### config.mk
export PLATFORM = sky130hd
export DESIGN_NAME = cct_intensity_fader_unit_flat
export DESIGN_NICKNAME = d
export VERILOG_FILES = /design/src/sv/cif_pkg.sv /design/src/sv/cif_in_if.sv /design/src/sv/cif_out_if.sv /design/src/sv/cif_div.sv /design/src/sv/cct_intensity_fader_unit.sv /design/src/flat_wrapper.sv
export SDC_FILE = /design/constraint.sdc
export NUM_CORES = 2
export LEC_CHECK = 0
export BUFFER_PORTS_ARGS = -buffer_cell sky130_fd_sc_hd__clkbuf_2
export CORE_UTILIZATION = 45
export DETAILED_ROUTE_END_ITERATION = 10
export GPL_ROUTABILITY_DRIVEN = 0
export PLACE_DENSITY = 0.6
export SYNTH_ARGS = -nofsm -noshare
export SYNTH_HDL_FRONTEND = slang
export SYNTH_SLANG_ARGS = --single-unit
### constraint.sdc
create_clock -name clk_i -period 10.4 [get_ports clk_i]
set_clock_uncertainty 0.15 [all_clocks]
set_input_delay 1.04 -clock clk_i [delete_from_list [all_inputs] [get_ports clk_i]]
set_output_delay 1.04 -clock clk_i [all_outputs]
set_load 0.005 [all_outputs]
### src/sv/cif_pkg.sv
// Shared types, constants, microcode table and helpers for the tunable-white fader.
package cif_pkg;

  // Field widths
  localparam int unsigned OpW     = 2;
  localparam int unsigned LevelW  = 8;
  localparam int unsigned CctW    = 7;
  localparam int unsigned TimeW   = 32;
  localparam int unsigned DivW    = TimeW + LevelW;
  localparam int unsigned DivSteps = DivW / 2;
  localparam int unsigned PcW     = 4;
  localparam int unsigned CfgIdxW = 1;
  localparam int unsigned CfgW    = 1;
  localparam int unsigned ProdW   = 2 * LevelW;

  // Level constants
  localparam logic [CctW-1:0]   CctMax   = 7'd100;
  localparam logic [CctW-1:0]   CctMid   = 7'd50;
  localparam logic [LevelW-1:0] LevelMax = 8'd255;
  // 255/50 in 16-bit fixed point, rounded up
  localparam logic [18:0]       MapRecip = 19'd334234;

  typedef enum logic [OpW-1:0] {
    OP_TICK     = 2'd0,
    OP_FADE_CCT = 2'd1,
    OP_FADE_INT = 2'd2,
    OP_SET_CCT  = 2'd3
  } op_e;

  typedef enum logic [CfgIdxW-1:0] {
    CFG_LED_ON     = 1'b0,
    CFG_AUTO_WRITE = 1'b1
  } cfg_idx_e;

  // Datapath operation of one microcode step
  typedef enum logic [3:0] {
    UOP_DISPATCH  = 4'd0,
    UOP_TICK      = 4'd1,
    UOP_CHECK     = 4'd2,
    UOP_LOAD_I    = 4'd3,
    UOP_WAIT      = 4'd4,
    UOP_WRITE_I   = 4'd5,
    UOP_LOAD_C    = 4'd6,
    UOP_WRITE_C   = 4'd7,
    UOP_MAP       = 4'd8,
    UOP_MUL_W     = 4'd9,
    UOP_MUL_C     = 4'd10,
    UOP_SCALE_C   = 4'd11,
    UOP_OFF_CHECK = 4'd12,
    UOP_FINISH    = 4'd13
  } uop_e;

  // Jump condition; the step jumps to its target when it holds, else advances
  typedef enum logic [2:0] {
    COND_NEXT        = 3'd0,
    COND_NOT_TICK    = 3'd1,
    COND_NOT_ANIM    = 3'd2,
    COND_TIME_UP     = 3'd3,
    COND_I_SETTLED   = 3'd4,
    COND_C_SETTLED   = 3'd5,
    COND_DIV_BUSY    = 3'd6,
    COND_OUT_BLOCKED = 3'd7
  } cond_e;

  typedef struct packed {
    uop_e           uop;
    cond_e          cond;
    logic [PcW-1:0] target;
  } ctrl_word_t;

  // Step addresses
  localparam logic [PcW-1:0] StepDispatch = 4'd0;
  localparam logic [PcW-1:0] StepTick     = 4'd1;
  localparam logic [PcW-1:0] StepCheck    = 4'd2;
  localparam logic [PcW-1:0] StepLoadI    = 4'd3;
  localparam logic [PcW-1:0] StepWaitI    = 4'd4;
  localparam logic [PcW-1:0] StepWriteI   = 4'd5;
  localparam logic [PcW-1:0] StepLoadC    = 4'd6;
  localparam logic [PcW-1:0] StepWaitC    = 4'd7;
  localparam logic [PcW-1:0] StepWriteC   = 4'd8;
  localparam logic [PcW-1:0] StepMap      = 4'd9;
  localparam logic [PcW-1:0] StepMulW     = 4'd10;
  localparam logic [PcW-1:0] StepMulC     = 4'd11;
  localparam logic [PcW-1:0] StepScaleC   = 4'd12;
  localparam logic [PcW-1:0] StepOffCheck = 4'd13;
  localparam logic [PcW-1:0] StepFinish   = 4'd14;

  // Fader state kept between items
  typedef struct packed {
    logic [TimeW-1:0]  now_ms;
    logic [TimeW-1:0]  fade_start;
    logic [TimeW-1:0]  fade_end;
    logic [LevelW-1:0] begin_int;
    logic [CctW-1:0]   begin_cct;
    logic [LevelW-1:0] goal_int;
    logic [CctW-1:0]   goal_cct;
    logic [LevelW-1:0] intensity;
    logic [CctW-1:0]   cct;
    logic [LevelW-1:0] warm;
    logic [LevelW-1:0] cool;
    logic              animating;
  } fade_state_t;

  localparam fade_state_t FadeStateReset = '{
    now_ms:     '0,
    fade_start: '0,
    fade_end:   '0,
    begin_int:  '0,
    begin_cct:  CctMid,
    goal_int:   '0,
    goal_cct:   CctMid,
    intensity:  '0,
    cct:        CctMid,
    warm:       '0,
    cool:       '0,
    animating:  1'b0
  };

  // Scratch registers of the datapath
  typedef struct packed {
    logic [LevelW-1:0] lerp_base;
    logic [LevelW-1:0] lerp_goal;
    logic              lerp_neg;
    logic              lerp_zero;
    logic [LevelW-1:0] map_w;
    logic [LevelW-1:0] map_c;
    logic [ProdW-1:0]  prod;
    logic              strobe;
  } work_t;

  // Result beat
  typedef struct packed {
    logic [LevelW-1:0] warm_level;
    logic [LevelW-1:0] cool_level;
    logic [CctW-1:0]   cct_now;
    logic [LevelW-1:0] intensity_now;
    logic              fading;
    logic              write_strobe;
  } result_t;

  // Microcode program
  function automatic ctrl_word_t ucode_rom(input logic [PcW-1:0] pc);
    ctrl_word_t w;
    w = '{uop: UOP_FINISH, cond: COND_OUT_BLOCKED, target: StepFinish};
    unique case (pc)
      StepDispatch: w = '{uop: UOP_DISPATCH,  cond: COND_NOT_TICK,  target: StepFinish};
      StepTick:     w = '{uop: UOP_TICK,      cond: COND_NOT_ANIM,  target: StepOffCheck};
      StepCheck:    w = '{uop: UOP_CHECK,     cond: COND_TIME_UP,   target: StepOffCheck};
      StepLoadI:    w = '{uop: UOP_LOAD_I,    cond: COND_I_SETTLED, target: StepLoadC};
      StepWaitI:    w = '{uop: UOP_WAIT,      cond: COND_DIV_BUSY,  target: StepWaitI};
      StepWriteI:   w = '{uop: UOP_WRITE_I,   cond: COND_NEXT,      target: StepLoadC};
      StepLoadC:    w = '{uop: UOP_LOAD_C,    cond: COND_C_SETTLED, target: StepMap};
      StepWaitC:    w = '{uop: UOP_WAIT,      cond: COND_DIV_BUSY,  target: StepWaitC};
      StepWriteC:   w = '{uop: UOP_WRITE_C,   cond: COND_NEXT,      target: StepMap};
      StepMap:      w = '{uop: UOP_MAP,       cond: COND_NEXT,      target: StepMulW};
      StepMulW:     w = '{uop: UOP_MUL_W,     cond: COND_NEXT,      target: StepMulC};
      StepMulC:     w = '{uop: UOP_MUL_C,     cond: COND_NEXT,      target: StepScaleC};
      StepScaleC:   w = '{uop: UOP_SCALE_C,   cond: COND_NEXT,      target: StepOffCheck};
      StepOffCheck: w = '{uop: UOP_OFF_CHECK, cond: COND_NEXT,      target: StepFinish};
      default:      w = '{uop: UOP_FINISH,    cond: COND_OUT_BLOCKED, target: StepFinish};
    endcase
    return w;
  endfunction

  // x / 255 for x below 65280, by reciprocal and correction
  function automatic logic [LevelW-1:0] div255(input logic [ProdW-1:0] x);
    logic [ProdW:0] y;
    y = {1'b0, x} + (ProdW+1)'(1) + (ProdW+1)'(x >> LevelW);
    return y[ProdW-1:LevelW];
  endfunction

  // Saturate a level to the colour-temperature range
  function automatic logic [CctW-1:0] cct_clamp(input logic [LevelW-1:0] v);
    logic [CctW-1:0] r;
    r = (v > LevelW'(CctMax)) ? CctMax : v[CctW-1:0];
    return r;
  endfunction

endpackage

### src/sv/cif_in_if.sv
// Input channel of the fader: one command beat per handshake.
interface cif_in_if import cif_pkg::*; ();
  logic              valid;
  logic              ready;
  logic [OpW-1:0]    op;
  logic [LevelW-1:0] target;
  logic [TimeW-1:0]  duration_ms;

  modport source (output valid, op, target, duration_ms, input ready);
  modport sink   (input valid, op, target, duration_ms, output ready);
endinterface

### src/sv/cif_out_if.sv
// Output channel of the fader: one result beat per handshake.
interface cif_out_if import cif_pkg::*; ();
  logic              valid;
  logic              ready;
  logic [LevelW-1:0] warm_level;
  logic [LevelW-1:0] cool_level;
  logic [CctW-1:0]   cct_now;
  logic [LevelW-1:0] intensity_now;
  logic              fading;
  logic              write_strobe;

  modport source (output valid, warm_level, cool_level, cct_now, intensity_now, fading,
                  write_strobe, input ready);
  modport sink   (input valid, warm_level, cool_level, cct_now, intensity_now, fading,
                  write_strobe, output ready);
endinterface

### src/sv/cif_div.sv
// Unsigned radix-4 restoring divider, two quotient bits per cycle.
module cif_div import cif_pkg::*; (
  input  logic             clk_i,
  input  logic             rst_ni,
  input  logic             load_i,
  input  logic [DivW-1:0]  dividend_i,
  input  logic [TimeW-1:0] divisor_i,
  output logic             busy_o,
  output logic [DivW-1:0]  quot_o
);

  localparam int unsigned CntW = $clog2(DivSteps + 1);

  logic [CntW-1:0]  cnt_q, cnt_d;
  logic [TimeW:0]   rem_q, rem_d;
  logic [DivW-1:0]  quo_q, quo_d;
  logic [TimeW-1:0] dsr_q, dsr_d;

  // Two shift-compare-subtract steps per cycle
  always_comb begin
    logic [TimeW:0]  r;
    logic [DivW-1:0] q;
    r = rem_q;
    q = quo_q;
    for (int k = 0; k < 2; k++) begin
      r = {r[TimeW-1:0], q[DivW-1]};
      q = {q[DivW-2:0], 1'b0};
      if (r >= {1'b0, dsr_q}) begin
        r    = r - {1'b0, dsr_q};
        q[0] = 1'b1;
      end
    end
    cnt_d = cnt_q;
    rem_d = rem_q;
    quo_d = quo_q;
    dsr_d = dsr_q;
    if (load_i) begin
      cnt_d = CntW'(DivSteps);
      rem_d = '0;
      quo_d = dividend_i;
      dsr_d = divisor_i;
    end else if (cnt_q != '0) begin
      cnt_d = cnt_q - CntW'(1);
      rem_d = r;
      quo_d = q;
    end
  end

  // Hold the step count under reset
  always_ff @(posedge clk_i or negedge rst_ni) begin
    if (!rst_ni) begin
      cnt_q <= '0;
    end else begin
      cnt_q <= cnt_d;
    end
  end

  // Advance the datapath
  always_ff @(posedge clk_i) begin
    rem_q <= rem_d;
    quo_q <= quo_d;
    dsr_q <= dsr_d;
  end

  assign busy_o = (cnt_q != '0);
  assign quot_o = quo_q;

endmodule

### src/sv/cct_intensity_fader_unit.sv
// Tunable-white fader top level: microcoded sequencer, datapath and output register.
//
// Takes one command beat at a time and returns one result beat for each. Op 0 ticks the
// millisecond counter, ops 1 and 2 start a linear colour-temperature or intensity fade,
// op 3 sets the colour temperature at once. A tick during a fade uses the shared 40-by-32
// bit divider, which yields two quotient bits per cycle, at most once for intensity and
// once for colour temperature. The output register frees the sequencer as soon as a
// result is latched, so the next beat is taken while that result still waits.
// Configuration is two one-bit registers: lamp on (index 0, reset 1) and automatic
// driver strobe (index 1, reset 0).
module cct_intensity_fader_unit import cif_pkg::*; (
  input  logic               clk_i,
  input  logic               rst_ni,
  cif_in_if.sink             in_i,
  cif_out_if.source          out_o,
  input  logic               cfg_we_i,
  input  logic [CfgIdxW-1:0] cfg_idx_i,
  input  logic [CfgW-1:0]    cfg_data_i
);

  // Sequencer and item registers
  logic              busy_q, busy_d;
  logic [PcW-1:0]    pc_q, pc_d;
  logic [OpW-1:0]    op_q, op_d;
  logic [LevelW-1:0] tgt_q, tgt_d;
  logic [TimeW-1:0]  dur_q, dur_d;

  // Fader state, configuration, scratch and result
  fade_state_t st_q, st_d;
  logic        led_on_q, led_on_d;
  logic        auto_wr_q, auto_wr_d;
  work_t       wk_q, wk_d;
  result_t     res_q, res_d;
  logic        out_valid_q, out_valid_d;

  ctrl_word_t  uword;
  logic        in_acc;
  logic        out_blocked;
  logic        time_up;
  logic        cond_hit;
  logic [TimeW-1:0] t_el;
  logic [TimeW-1:0] d_span;

  // Divider interface
  logic              div_load;
  logic [DivW-1:0]   div_dividend;
  logic              div_busy;
  logic [DivW-1:0]   div_quot;

  // Lerp operand and result
  logic [LevelW-1:0] ld_base;
  logic [LevelW-1:0] ld_goal;
  logic              ld_neg;
  logic [LevelW-1:0] ld_mag;
  logic [LevelW-1:0] lerp_hi;
  logic [DivW:0]     lerp_sum;
  logic [LevelW-1:0] lerp_val;

  // Colour map
  logic [5:0]        map_off;
  logic [24:0]       map_prod;
  logic [LevelW-1:0] map_s;

  assign uword       = ucode_rom(pc_q);
  assign in_acc      = in_i.valid && in_i.ready;
  assign out_blocked = out_valid_q && !out_o.ready;
  assign time_up     = !(st_q.now_ms < st_q.fade_end);
  assign t_el        = st_q.now_ms - st_q.fade_start;
  assign d_span      = st_q.fade_end - st_q.fade_start;

  // Evaluate the jump condition of the current step
  always_comb begin
    case (uword.cond)
      COND_NOT_TICK:    cond_hit = (op_e'(op_q) != OP_TICK);
      COND_NOT_ANIM:    cond_hit = !st_q.animating;
      COND_TIME_UP:     cond_hit = time_up;
      COND_I_SETTLED:   cond_hit = (st_q.goal_int == st_q.intensity);
      COND_C_SETTLED:   cond_hit = (st_q.goal_cct == st_q.cct);
      COND_DIV_BUSY:    cond_hit = div_busy;
      COND_OUT_BLOCKED: cond_hit = out_blocked;
      default:          cond_hit = 1'b0;
    endcase
  end

  // Select lerp operands for the quantity being loaded
  always_comb begin
    if (uword.uop == UOP_LOAD_C) begin
      ld_base = LevelW'(st_q.begin_cct);
      ld_goal = LevelW'(st_q.goal_cct);
    end else begin
      ld_base = st_q.begin_int;
      ld_goal = st_q.goal_int;
    end
    ld_neg = (ld_goal < ld_base);
    ld_mag = ld_neg ? (ld_base - ld_goal) : (ld_goal - ld_base);
  end

  assign div_dividend = DivW'(ld_mag) * DivW'(t_el);
  assign div_load     = ((uword.uop == UOP_LOAD_I) || (uword.uop == UOP_LOAD_C)) && !cond_hit;

  // Apply the quotient to the start level and saturate; a zero-length fade takes the goal
  assign lerp_hi  = (uword.uop == UOP_WRITE_C) ? LevelW'(CctMax) : LevelMax;
  assign lerp_sum = {1'b0, div_quot} + (DivW+1)'(wk_q.lerp_base);
  always_comb begin
    if (wk_q.lerp_zero) begin
      lerp_val = wk_q.lerp_goal;
    end else if (wk_q.lerp_neg) begin
      lerp_val = (div_quot > DivW'(wk_q.lerp_base)) ? '0
               : (wk_q.lerp_base - div_quot[LevelW-1:0]);
    end else begin
      lerp_val = (lerp_sum > (DivW+1)'(lerp_hi)) ? lerp_hi : lerp_sum[LevelW-1:0];
    end
  end

  // Piecewise colour map: scaled colour temperature up to the midpoint, scaled offset above it
  assign map_off  = (st_q.cct <= CctMid) ? st_q.cct[5:0] : 6'(st_q.cct - CctMid);
  assign map_prod = 25'(map_off) * 25'(MapRecip);
  assign map_s    = map_prod[23:16];

  cif_div u_div (
    .clk_i      (clk_i),
    .rst_ni     (rst_ni),
    .load_i     (div_load),
    .dividend_i (div_dividend),
    .divisor_i  (d_span),
    .busy_o     (div_busy),
    .quot_o     (div_quot)
  );

  // Execute the current step
  always_comb begin
    busy_d      = busy_q;
    pc_d        = pc_q;
    op_d        = op_q;
    tgt_d       = tgt_q;
    dur_d       = dur_q;
    st_d        = st_q;
    led_on_d    = led_on_q;
    auto_wr_d   = auto_wr_q;
    wk_d        = wk_q;
    res_d       = res_q;
    out_valid_d = out_valid_q;

    // Drop the result once the beat is taken
    if (out_o.valid && out_o.ready) begin
      out_valid_d = 1'b0;
    end

    if (busy_q) begin
      pc_d = cond_hit ? uword.target : (pc_q + PcW'(1));
      unique case (uword.uop) inside
        UOP_DISPATCH: begin
          wk_d.strobe = 1'b0;
          case (op_e'(op_q)) inside
            OP_FADE_CCT, OP_FADE_INT: begin
              st_d.animating  = 1'b1;
              st_d.fade_start = st_q.now_ms;
              st_d.fade_end   = st_q.now_ms + dur_q;
              st_d.begin_cct  = st_q.cct;
              st_d.begin_int  = st_q.intensity;
              if (op_e'(op_q) == OP_FADE_CCT) begin
                st_d.goal_cct = cct_clamp(tgt_q);
              end else begin
                st_d.goal_int = tgt_q;
              end
            end
            OP_SET_CCT: st_d.cct = cct_clamp(tgt_q);
            default: ;
          endcase
        end
        UOP_TICK: begin
          st_d.now_ms = st_q.now_ms + TimeW'(1);
          wk_d.strobe = st_q.animating && auto_wr_q;
        end
        UOP_CHECK: begin
          if (time_up) begin
            st_d.intensity = st_q.goal_int;
            st_d.cct       = st_q.goal_cct;
            st_d.animating = 1'b0;
          end
        end
        UOP_LOAD_I, UOP_LOAD_C: begin
          wk_d.lerp_base = ld_base;
          wk_d.lerp_goal = ld_goal;
          wk_d.lerp_neg  = ld_neg;
          wk_d.lerp_zero = (d_span == '0);
        end
        UOP_WAIT: ;
        UOP_WRITE_I: st_d.intensity = lerp_val;
        UOP_WRITE_C: st_d.cct       = lerp_val[CctW-1:0];
        UOP_MAP: begin
          if (st_q.cct <= CctMid) begin
            wk_d.map_w = LevelMax;
            wk_d.map_c = map_s;
          end else begin
            wk_d.map_w = LevelMax - map_s;
            wk_d.map_c = LevelMax;
          end
        end
        UOP_MUL_W: wk_d.prod = ProdW'(wk_q.map_w) * ProdW'(st_q.intensity);
        UOP_MUL_C: begin
          st_d.warm = div255(wk_q.prod);
          wk_d.prod = ProdW'(wk_q.map_c) * ProdW'(st_q.intensity);
        end
        UOP_SCALE_C: st_d.cool = div255(wk_q.prod);
        UOP_OFF_CHECK: begin
          if (!st_q.animating && !led_on_q) begin
            st_d.intensity = '0;
          end
        end
        UOP_FINISH: begin
          if (!out_blocked) begin
            res_d.warm_level    = st_q.warm;
            res_d.cool_level    = st_q.cool;
            res_d.cct_now       = st_q.cct;
            res_d.intensity_now = st_q.intensity;
            res_d.fading        = st_q.animating;
            res_d.write_strobe  = wk_q.strobe;
            out_valid_d         = 1'b1;
            busy_d              = 1'b0;
          end
        end
        default: ;
      endcase
    end

    // Accept a new command beat
    if (in_acc) begin
      busy_d = 1'b1;
      pc_d   = StepDispatch;
      op_d   = in_i.op;
      tgt_d  = in_i.target;
      dur_d  = in_i.duration_ms;
    end

    // Take configuration writes
    if (cfg_we_i) begin
      unique case (cfg_idx_e'(cfg_idx_i))
        CFG_LED_ON:     led_on_d  = cfg_data_i[0];
        CFG_AUTO_WRITE: auto_wr_d = cfg_data_i[0];
        default: ;
      endcase
    end
  end

  // Control and fader state
  always_ff @(posedge clk_i or negedge rst_ni) begin
    if (!rst_ni) begin
      busy_q      <= 1'b0;
      pc_q        <= StepDispatch;
      st_q        <= FadeStateReset;
      led_on_q    <= 1'b1;
      auto_wr_q   <= 1'b0;
      out_valid_q <= 1'b0;
    end else begin
      busy_q      <= busy_d;
      pc_q        <= pc_d;
      st_q        <= st_d;
      led_on_q    <= led_on_d;
      auto_wr_q   <= auto_wr_d;
      out_valid_q <= out_valid_d;
    end
  end

  // Payload registers
  always_ff @(posedge clk_i) begin
    op_q  <= op_d;
    tgt_q <= tgt_d;
    dur_q <= dur_d;
    wk_q  <= wk_d;
    res_q <= res_d;
  end

  assign in_i.ready          = !busy_q;
  assign out_o.valid         = out_valid_q;
  assign out_o.warm_level    = res_q.warm_level;
  assign out_o.cool_level    = res_q.cool_level;
  assign out_o.cct_now       = res_q.cct_now;
  assign out_o.intensity_now = res_q.intensity_now;
  assign out_o.fading        = res_q.fading;
  assign out_o.write_strobe  = res_q.write_strobe;

  // A fade ends only on the end-time check
  a_fade_ends_on_check: assert property (@(posedge clk_i) disable iff (!rst_ni)
    $fell(st_q.animating) |-> $past(uword.uop == UOP_CHECK))
    else $error("fade ended outside the end-time check");

  // Colour temperature stays in range
  a_cct_range: assert property (@(posedge clk_i) disable iff (!rst_ni)
    st_q.cct <= CctMax)
    else $error("colour temperature out of range");

  // The divider is never left running once the item is done
  a_div_idle: assert property (@(posedge clk_i) disable iff (!rst_ni)
    !busy_q |-> !div_busy)
    else $error("divider busy while sequencer idle");

  // A result appears only from the finishing step
  a_result_from_finish: assert property (@(posedge clk_i) disable iff (!rst_ni)
    $rose(out_valid_q) |-> $past(busy_q && pc_q == StepFinish))
    else $error("result raised outside the finishing step");

endmodule
### src/flat_wrapper.sv
// flat-port wrapper written by rule: the top's interface ports become plain ports
module cct_intensity_fader_unit_flat import cif_pkg::*;
  (clk_i, rst_ni, cfg_we_i, cfg_idx_i, cfg_data_i, in_i_valid, in_i_op, in_i_target, in_i_duration_ms, in_i_ready, out_o_valid, out_o_warm_level, out_o_cool_level, out_o_cct_now, out_o_intensity_now, out_o_fading, out_o_write_strobe, out_o_ready);
  cif_in_if in_i_i ();
  cif_out_if out_o_i ();
  input  logic clk_i;
  input  logic rst_ni;
  input  logic cfg_we_i;
  input  logic [CfgIdxW-1:0] cfg_idx_i;
  input  logic [CfgW-1:0] cfg_data_i;
  input wire logic [$bits(in_i_i.valid)-1:0] in_i_valid;
  input wire logic [$bits(in_i_i.op)-1:0] in_i_op;
  input wire logic [$bits(in_i_i.target)-1:0] in_i_target;
  input wire logic [$bits(in_i_i.duration_ms)-1:0] in_i_duration_ms;
  output wire logic [$bits(in_i_i.ready)-1:0] in_i_ready;
  output wire logic [$bits(out_o_i.valid)-1:0] out_o_valid;
  output wire logic [$bits(out_o_i.warm_level)-1:0] out_o_warm_level;
  output wire logic [$bits(out_o_i.cool_level)-1:0] out_o_cool_level;
  output wire logic [$bits(out_o_i.cct_now)-1:0] out_o_cct_now;
  output wire logic [$bits(out_o_i.intensity_now)-1:0] out_o_intensity_now;
  output wire logic [$bits(out_o_i.fading)-1:0] out_o_fading;
  output wire logic [$bits(out_o_i.write_strobe)-1:0] out_o_write_strobe;
  input wire logic [$bits(out_o_i.ready)-1:0] out_o_ready;
  assign in_i_i.valid = in_i_valid;
  assign in_i_i.op = in_i_op;
  assign in_i_i.target = in_i_target;
  assign in_i_i.duration_ms = in_i_duration_ms;
  assign in_i_ready = in_i_i.ready;
  assign out_o_valid = out_o_i.valid;
  assign out_o_warm_level = out_o_i.warm_level;
  assign out_o_cool_level = out_o_i.cool_level;
  assign out_o_cct_now = out_o_i.cct_now;
  assign out_o_intensity_now = out_o_i.intensity_now;
  assign out_o_fading = out_o_i.fading;
  assign out_o_write_strobe = out_o_i.write_strobe;
  assign out_o_i.ready = out_o_ready;
  cct_intensity_fader_unit u_core (.clk_i(clk_i), .rst_ni(rst_ni), .in_i(in_i_i), .out_o(out_o_i), .cfg_we_i(cfg_we_i), .cfg_idx_i(cfg_idx_i), .cfg_data_i(cfg_data_i));
endmodule
# After elaboration in Yosys (flattened, before gate mapping)
# Memories as Yosys holds them, arrays and structs flattened.
# Cells that the tools add are included.
[word_totals] mem_count=1 word_cells=182 romBits=176 output_inout_bits=35 reg_bits=401
[classes] muxes=41 multipliers=4 n_eq_ne=29 bitwise=3 addsub=16 magnitude_cmp=8 reduce_logical=42
[memory_table] name="(no name shown)" depth=16 word_bits=11 rd=1 rd_ports_with_merged_regs=0 wr=0 line_no="cif_pkg.sv:145" text="unique case (pc)"
[ops] op="32-bit subtractor" count=4
[ops] op="40-bit two-way mux" count=2
[ops] op="8-bit two-way mux" count=9
[ops] op="33-bit by 32-bit >= comparator with 1-bit output" count=2
[ops] op="32-bit two-way mux" count=2
[ops] op="40-bit by 8-bit adder with 41-bit output" count=1
[ops] op="41-bit by 8-bit > comparator with 1-bit output" count=1
[ops] op="40-bit by 8-bit > comparator with 1-bit output" count=1
[ops] op="8-bit by 32-bit multiplier with 40-bit output" count=1
[ops] op="32-bit by 1-bit adder with 32-bit output (second input constant)" count=1
[ops] op="32-bit adder" count=1
[ops] op="32-bit logical NOT" count=1
[ops] op="32-bit less-than comparator" count=1
[ops] op="8-bit by 8-bit multiplier with 16-bit output" count=2
[ops] op="16-bit case mux with 2 select lines" count=1
[ops] op="4-bit == test (second input constant)" count=6
[ops] op="8-bit case mux with 3 select lines" count=1
[ops] op="8-bit subtractor" count=3
[ops] op="6-bit by 18-bit multiplier with 23-bit output (second input constant)" count=1
[ops] op="7-bit two-way mux" count=3
[ops] op="7-bit case mux with 3 select lines" count=1
[ops] op="2-bit AND reduction" count=9
[ops] op="16-bit by 1-bit adder with 16-bit output (second input constant)" count=1
[ops] op="16-bit by 8-bit adder with 16-bit output" count=1
[ops] op="other kinds (37)" count=87

# Longest topological paths before layout
# An unclocked memory read counts as a cell.
[depth] word_depth=8 depth_mapped=44 depth_no_buf=39

# Hierarchy
# From an unflattened synthesis, not the netlist that was laid out.
[hier_totals] cells_unflattened=4521 area_unflattened_um2=40725.3
[modules_own_cells] module="cct_intensity_fader_unit" instances=1 area_per_inst_um2=32556.2 cells_each=3645
[modules_own_cells] module="cif_div" instances=1 area_per_inst_um2=8169.1 cells_each=876

# Least setup slack after synthesis
# Ideal clock, no wire load.
[synth_path] kind="register to register" from="reg u_core.pc_q[0]" to="reg u_core.u_div.quo_q[31], in the netlist u_core.u_div.quot_o[31], data pin" t_required_ns=9.990 slack_ns=-0.273 arrival_time_ns=10.263 path_stages_with_launch=42 path_cell_list="dfrtp_1 -> buf_2 -> inv_1 -> ha_1 -> buf_2 -> inv_1 -> mux4_2 -> nand3_4 -> buf_1 -> buf_1 -> mux2i_1 -> inv_1 -> ha_1 -> fa_1 -> or3b_2 -> nor4_1 -> a211oi_1 -> o21ai_2 -> [6 not listed] -> nor2_1 -> fa_1 -> fa_1 -> fa_1 -> inv_1 -> fa_1 -> inv_1 -> ha_1 -> and3_1 -> a221oi_1 -> nor2b_1 -> a311o_1 -> o21ai_0 -> a311oi_1 -> a211o_1 -> a31o_2 -> xor2_1 -> mux2_2"
[synth_between] elab_chain_cells=7
[synth_lines] element="from (decl)" line_no="cct_intensity_fader_unit.sv:23" text="logic [PcW-1:0] pc_q, pc_d;"
[synth_lines] element="from (signal assigned)" line_no="cct_intensity_fader_unit.sv:250" text="pc_q <= StepDispatch;"
[synth_lines] element="from (signal assigned)" line_no="cct_intensity_fader_unit.sv:257" text="pc_q <= pc_d;"
[synth_lines] element="memory 16 x 11 bit"
[synth_lines] element="4-bit by 3-bit == test with 1-bit output" line_no="cct_intensity_fader_unit.sv:87" text="if (uword.uop == UOP_LOAD_C) begin"
[synth_lines] element="8-bit two-way mux" line_no="cct_intensity_fader_unit.sv:87"
[synth_lines] element="net u_core.ld_base[0]" line_no="cct_intensity_fader_unit.sv:51" text="logic [LevelW-1:0] ld_base;"
[synth_lines] element="8-bit less-than comparator" line_no="cct_intensity_fader_unit.sv:94" text="ld_neg = (ld_goal < ld_base);"
[synth_lines] element="net u_core.ld_neg" line_no="cct_intensity_fader_unit.sv:53" text="logic ld_neg;"
[synth_lines] element="8-bit two-way mux" line_no="cct_intensity_fader_unit.sv:95" text="ld_mag = ld_neg ? (ld_base - ld_goal) : (ld_goal - ld_base);"
[synth_lines] element="8-bit by 32-bit multiplier with 40-bit output" line_no="cct_intensity_fader_unit.sv:98" text="assign div_dividend = DivW'(ld_mag) * DivW'(t_el);"
[synth_lines] element="40-bit two-way mux" line_no="cif_div.sv:37" text="if (load_i) begin"
[synth_lines] element="net u_core.u_div.quo_d[31]" line_no="cif_div.sv:16" text="logic [DivW-1:0] quo_q, quo_d;"
[synth_lines] element="to (signal assigned)" line_no="cif_div.sv:61" text="quo_q <= quo_d;"
[synth_lines] element="to (decl)" line_no="cif_div.sv:16"
# The timed path passes the listed nets, and every way through them passes these cells.
# A chain may end at the register's enable or synchronous reset.

# Worst setup path after layout
[layout_path] from="reg u_core.pc_q[1]" to="reg u_core.u_div.quo_q[31], in the netlist u_core.u_div.quot_o[31], data pin"
[layout_between] elab_chain_cells=7
[layout_lines] element="memory 16 x 11 bit (*)"
[layout_lines] element="4-bit by 3-bit == test with 1-bit output (*)" line_no="cct_intensity_fader_unit.sv:87"
[layout_lines] element="8-bit two-way mux" line_no="cct_intensity_fader_unit.sv:87"
[layout_lines] element="8-bit less-than comparator (*)" line_no="cct_intensity_fader_unit.sv:94"
[layout_lines] element="net u_core.ld_neg" line_no="cct_intensity_fader_unit.sv:53"
[layout_lines] element="8-bit two-way mux (*)" line_no="cct_intensity_fader_unit.sv:95"
[layout_lines] element="8-bit by 32-bit multiplier with 40-bit output (*)" line_no="cct_intensity_fader_unit.sv:98"
[layout_lines] element="40-bit two-way mux (*)" line_no="cif_div.sv:37"
[layout_lines] element="net u_core.u_div.quo_d[31]" line_no="cif_div.sv:16"
# The timed path passes the listed nets; every way through them passes the cells marked *.

==> results by group <==
Status
  – Status: finished, final reports clean

STA
  – Fin. Hold Viols: 0
  – Worst slew pin tran: ~1.3 ns
  – Part of the cycle the worst path needs: 0.964
  – RSZ-0062 raised after global routing: yes
  – Fin Hold WS: 0.218 ns
  – Crit path time final: 10.03 ns
  – Final setup viols: 0
  – Setup TNS: 0 ns
  – PnR worst setup slack: approximately 0.37 ns
  – Slew Limit Fails: 0
  – Relative slew margins: 0.149
  – FMAX: 99.7 MHz

Synthesis
  – XOR/XNOR share of the synthesized area: 0.0573
  – Largest family of logic cells by synthesized area: adder cells
  – Sequential fraction of the synthesis area: 0.266
  – Post-synthesis mux area share: 0.0298
  – Post-synth EDFFs: around 200
  – Ys Warns: 0
  – Post-Syn Area: 0.0409 mm²
  – Synth top area cells: edfxtp_1 (15%), fa_1 (13%), ha_1 (13%)
  – Synthesized flop and latch total: 401
  – Yosys cell types: 101
  – Post-synthesis compound-gate area fraction: 0.159
  – Main synth FF type: edfxtp_1
  – Synth Area per Inst: ~8.9 µm²
  – Synth async-reset ratio: 0.426
  – Simple-gate share of the synthesized area: 0.163
  – Syn Inst Count: about 4600
  – Synth area leader: edfxtp_1
  – Post-synth top area share: 0.145
  – Syn_nets: 5317
  – Post-synthesis adder-cell area fraction: 0.260

Finish
  – Fillers: 8570
  – Share of cells above drive strength 1: 0.0798
  – Antenna cells: 0
  – Post-layout util: 0.494
  – Final net count: 5349
  – Area Overhead vs Synth: 8.78%

Clock network
  – CTS root buf: clkbuf_16
  – Num CTS Buffers: 49
  – Max clock buf depth: 3
  – Hold-fix buffers, CTS: 0
  – Clock transition at path regs: 0.07 ns
  – Clock Latency Late Sink: 0.64 ns
  – CTS tree: yes
  – Clk sinks: 401
  – Htree depth: 2

Floorplan
  – Chip width: slightly above 300 µm
  – Starting density of the core: 0.455
  – Core ar.: 0.0900 mm²
  – Die height: slightly above 300 µm
  – Site Rows: 110
  – Die area: 0.0921 mm²
  – I/O pins: 84

Critical path
  – Worst path most repeated cell: fa_1
  – Setup crit start: u_core.pc_q[1]
  – Slowest stage delay, CP: approximately 0.56 ns
  – Worst setup path class: flip-flop to flip-flop
  – Worst path arrival time: just over 10 ns
  – Critical path required time: 10.63 ns
  – Worst r2r src: u_core.pc_q[1]
  – Critical path capture point type: flip-flop
  – Crit path max-delay family: adder cells
  – CP max-delay cell: fa_1
  – Buffers and inverters on the worst path: 5
  – CP startpoint kind: flip-flop
  – Crit path max fanout: 8

GRT
  – First-pass GRT wire length: 175 mm
  – Total GRT Usage: 0.239
  – Grt total ovfl: 0
  – Largest net degree at the start of global routing: 91
  – Via count of the first global-routing pass: 32068
  – Antenna violations before repair: 0

Hold path
  – Hold Path Class: input pin to async pin

Route
  – Vias: ~33000
  – DRT iter0 DRCs: 2340
  – Final WL: between 100 and 150 mm
  – Via density: 5.59
  – DRT antenna net count: 0
  – Total iterations of the first detailed-routing run: 6
  – Drt wl/cell: around 19 µm
  – DRC: 0

Place
  – Post-DP HPWL: 83.8 mm
  – Count of input and output buffers: 83
  – Place WS: 0.0495 ns

Job
  – Max-Cap Viols: 0
-- metrics by stage --
stage / instance area (µm²) / instances
6_report: 44500 / 5828
2_1_floorplan: 40900 / 4579
5_1_grt: 44500 / 5828
3_5_place_dp: 42600 / 5733
3_3_place_gp: 42600 / 5733
4_1_cts: 44200 / 5825
-- registers in the layout (all words and copies together) (netlist names) --
name / cells
u_core.out_o.warm_level: 8
u_core.u_div.quot_o: 40
u_core.op_q: 2
u_core.out_o.intensity_now: 8
u_core.u_div.cnt_q: 5
u_core.dur_q: 32
u_core.u_div.dsr_q: 32
u_core.tgt_q: 8
u_core.st_q: 158
u_core.busy_q: 1
u_core.wk_q: 51
u_core.out_o.write_strobe: 1
u_core.out_o.fading: 1
u_core.led_on_q: 1
u_core.out_o.cool_level: 8
u_core.auto_wr_q: 1
u_core.u_div.rem_q: 32
u_core.out_o.valid: 1
u_core.pc_q: 4
u_core.out_o.cct_now: 7
-- placed cells by master (no fill, tap or decap), types with 13 or more instances in the layout --
| master | netlist | layout |
|---|---|---|
| clkbuf_16 | 0 | 52 |
| a211o_1 | 14 | 14 |
| xnor2_1 | 153 | 151 |
| a211oi_1 | 24 | 23 |
| nor2_1 | 396 | 395 |
| edfxtp_1 | 198 | 198 |
| and3_1 | 38 | 37 |
| ha_1 | 421 | 419 |
| nand4_1 | 45 | 45 |
| o211ai_1 | 23 | 23 |
| o21ai_0 | 289 | 288 |
| a21oi_1 | 261 | 260 |
| dfrtp_1 | 161 | 161 |
| dfxtp_1 | 32 | 32 |
| a21boi_0 | 20 | 20 |
| nor2b_1 | 44 | 42 |
| nor4_1 | 20 | 19 |
| buf_4 | 6 | 40 |
| and2_1 | 90 | 90 |
| a21o_1 | 112 | 111 |
| o31ai_1 | 39 | 39 |
| fa_1 | 268 | 268 |
| clkinv_2 | 0 | 13 |
| nand2b_1 | 66 | 66 |
| o21a_1 | 49 | 49 |
| o21bai_1 | 25 | 25 |
| nor3_1 | 77 | 76 |
| mux2_2 | 44 | 44 |
| a31oi_1 | 32 | 31 |
| or4_1 | 14 | 14 |
| xor2_1 | 109 | 108 |
| or3_1 | 21 | 20 |
| inv_1 | 541 | 541 |
| nand3_1 | 88 | 87 |
| nand2_1 | 419 | 416 |
| or2_2 | 35 | 35 |
| clkbuf_2 | 0 | 82 |
| mux2i_1 | 58 | 54 |
-- worst register-to-register path, delay by kind of cell, from the launching register on --
family | cells | cell delay [ns]
AO/OA/AOI/OAI | 11 | 2.34
AND/OR/NAND/NOR | 6 | 1.29
XOR/XNOR | 2 | 0.45
buffers and inverters | 5 | 0.40
flip-flops | 1 | 0.40
adder cells (fa/ha/maj) | 7 | 3.24
multiplexers | 4 | 1.49
-- final timing paths --
path	endpoint	slack, ns	depth (start not counted)
min reg2reg	u_core.out_o.cool_level[1]	0.29	0
max reg2reg	u_core.u_div.quot_o[31]	0.37	35
max	u_core.u_div.quot_o[31]	0.37	35
max in group asynchronous	u_core.st_q[61]	7.78	3
min in group clk_i	u_core.out_o.cool_level[1]	0.29	0
min	u_core.st_q[122]	0.22	1
-- cell type report --
cell class / count / area, µm² / share of cell area
clock buffer: 59 / 1350 / 0.0303
clock inverter: 33 / 312 / 0.00700
inverter: 544 / 2040 / 0.0459
multi-input combinational: 3488 / 27700 / 0.622
sequential: 401 / 10900 / 0.244
tap: 1176 / 1470 / 0.0331
timing repair buffer: 127 / 778 / 0.0175
-- metal layers --
metal  wire length (µm)  vias to the layer above  GRT usage
met5                  0                        -          0
met4               2980                        0     0.0681
met3               4660                      168     0.0239
met2              48900                      790      0.383
met1              51600                    15817      0.340
li1                   -                    15832          -
-- Yosys cell counts (35+ instances only) --
master / number
inv_1: 541
ha_1: 421
nand2_1: 419
nor2_1: 396
o21ai_0: 289
fa_1: 268
a21oi_1: 261
edfxtp_1: 198
dfrtp_1: 161
xnor2_1: 153
a21o_1: 112
xor2_1: 109
clkbuf_1: 106
and2_1: 90
nand3_1: 88
nor3_1: 77
nand2b_1: 66
mux2i_1: 58
o21a_1: 49
nand4_1: 45
mux2_2: 44
nor2b_1: 44
o31ai_1: 39
and3_1: 38
or2_2: 35
-- cell families after synthesis --
logic type               after synthesis
multiplexers                         110
buffers and inverters                691
adder cells (fa/ha/maj)              690
AO/OA/AOI/OAI                       1022
AND/OR/NAND/NOR                     1400
XOR/XNOR                             265
flip-flops                           401
-- repair_timing --
| item | in CTS | in global routing |
|---|---|---|
| endpoints found under the setup margin | 0 | 16 |
| gates resized for setup | 0 | 41 |
| setup buffers | 0 | 2 |
Power is not shown: default switching activity piles up to over one toggle a cycle in this logic, so the estimate is an artifact.
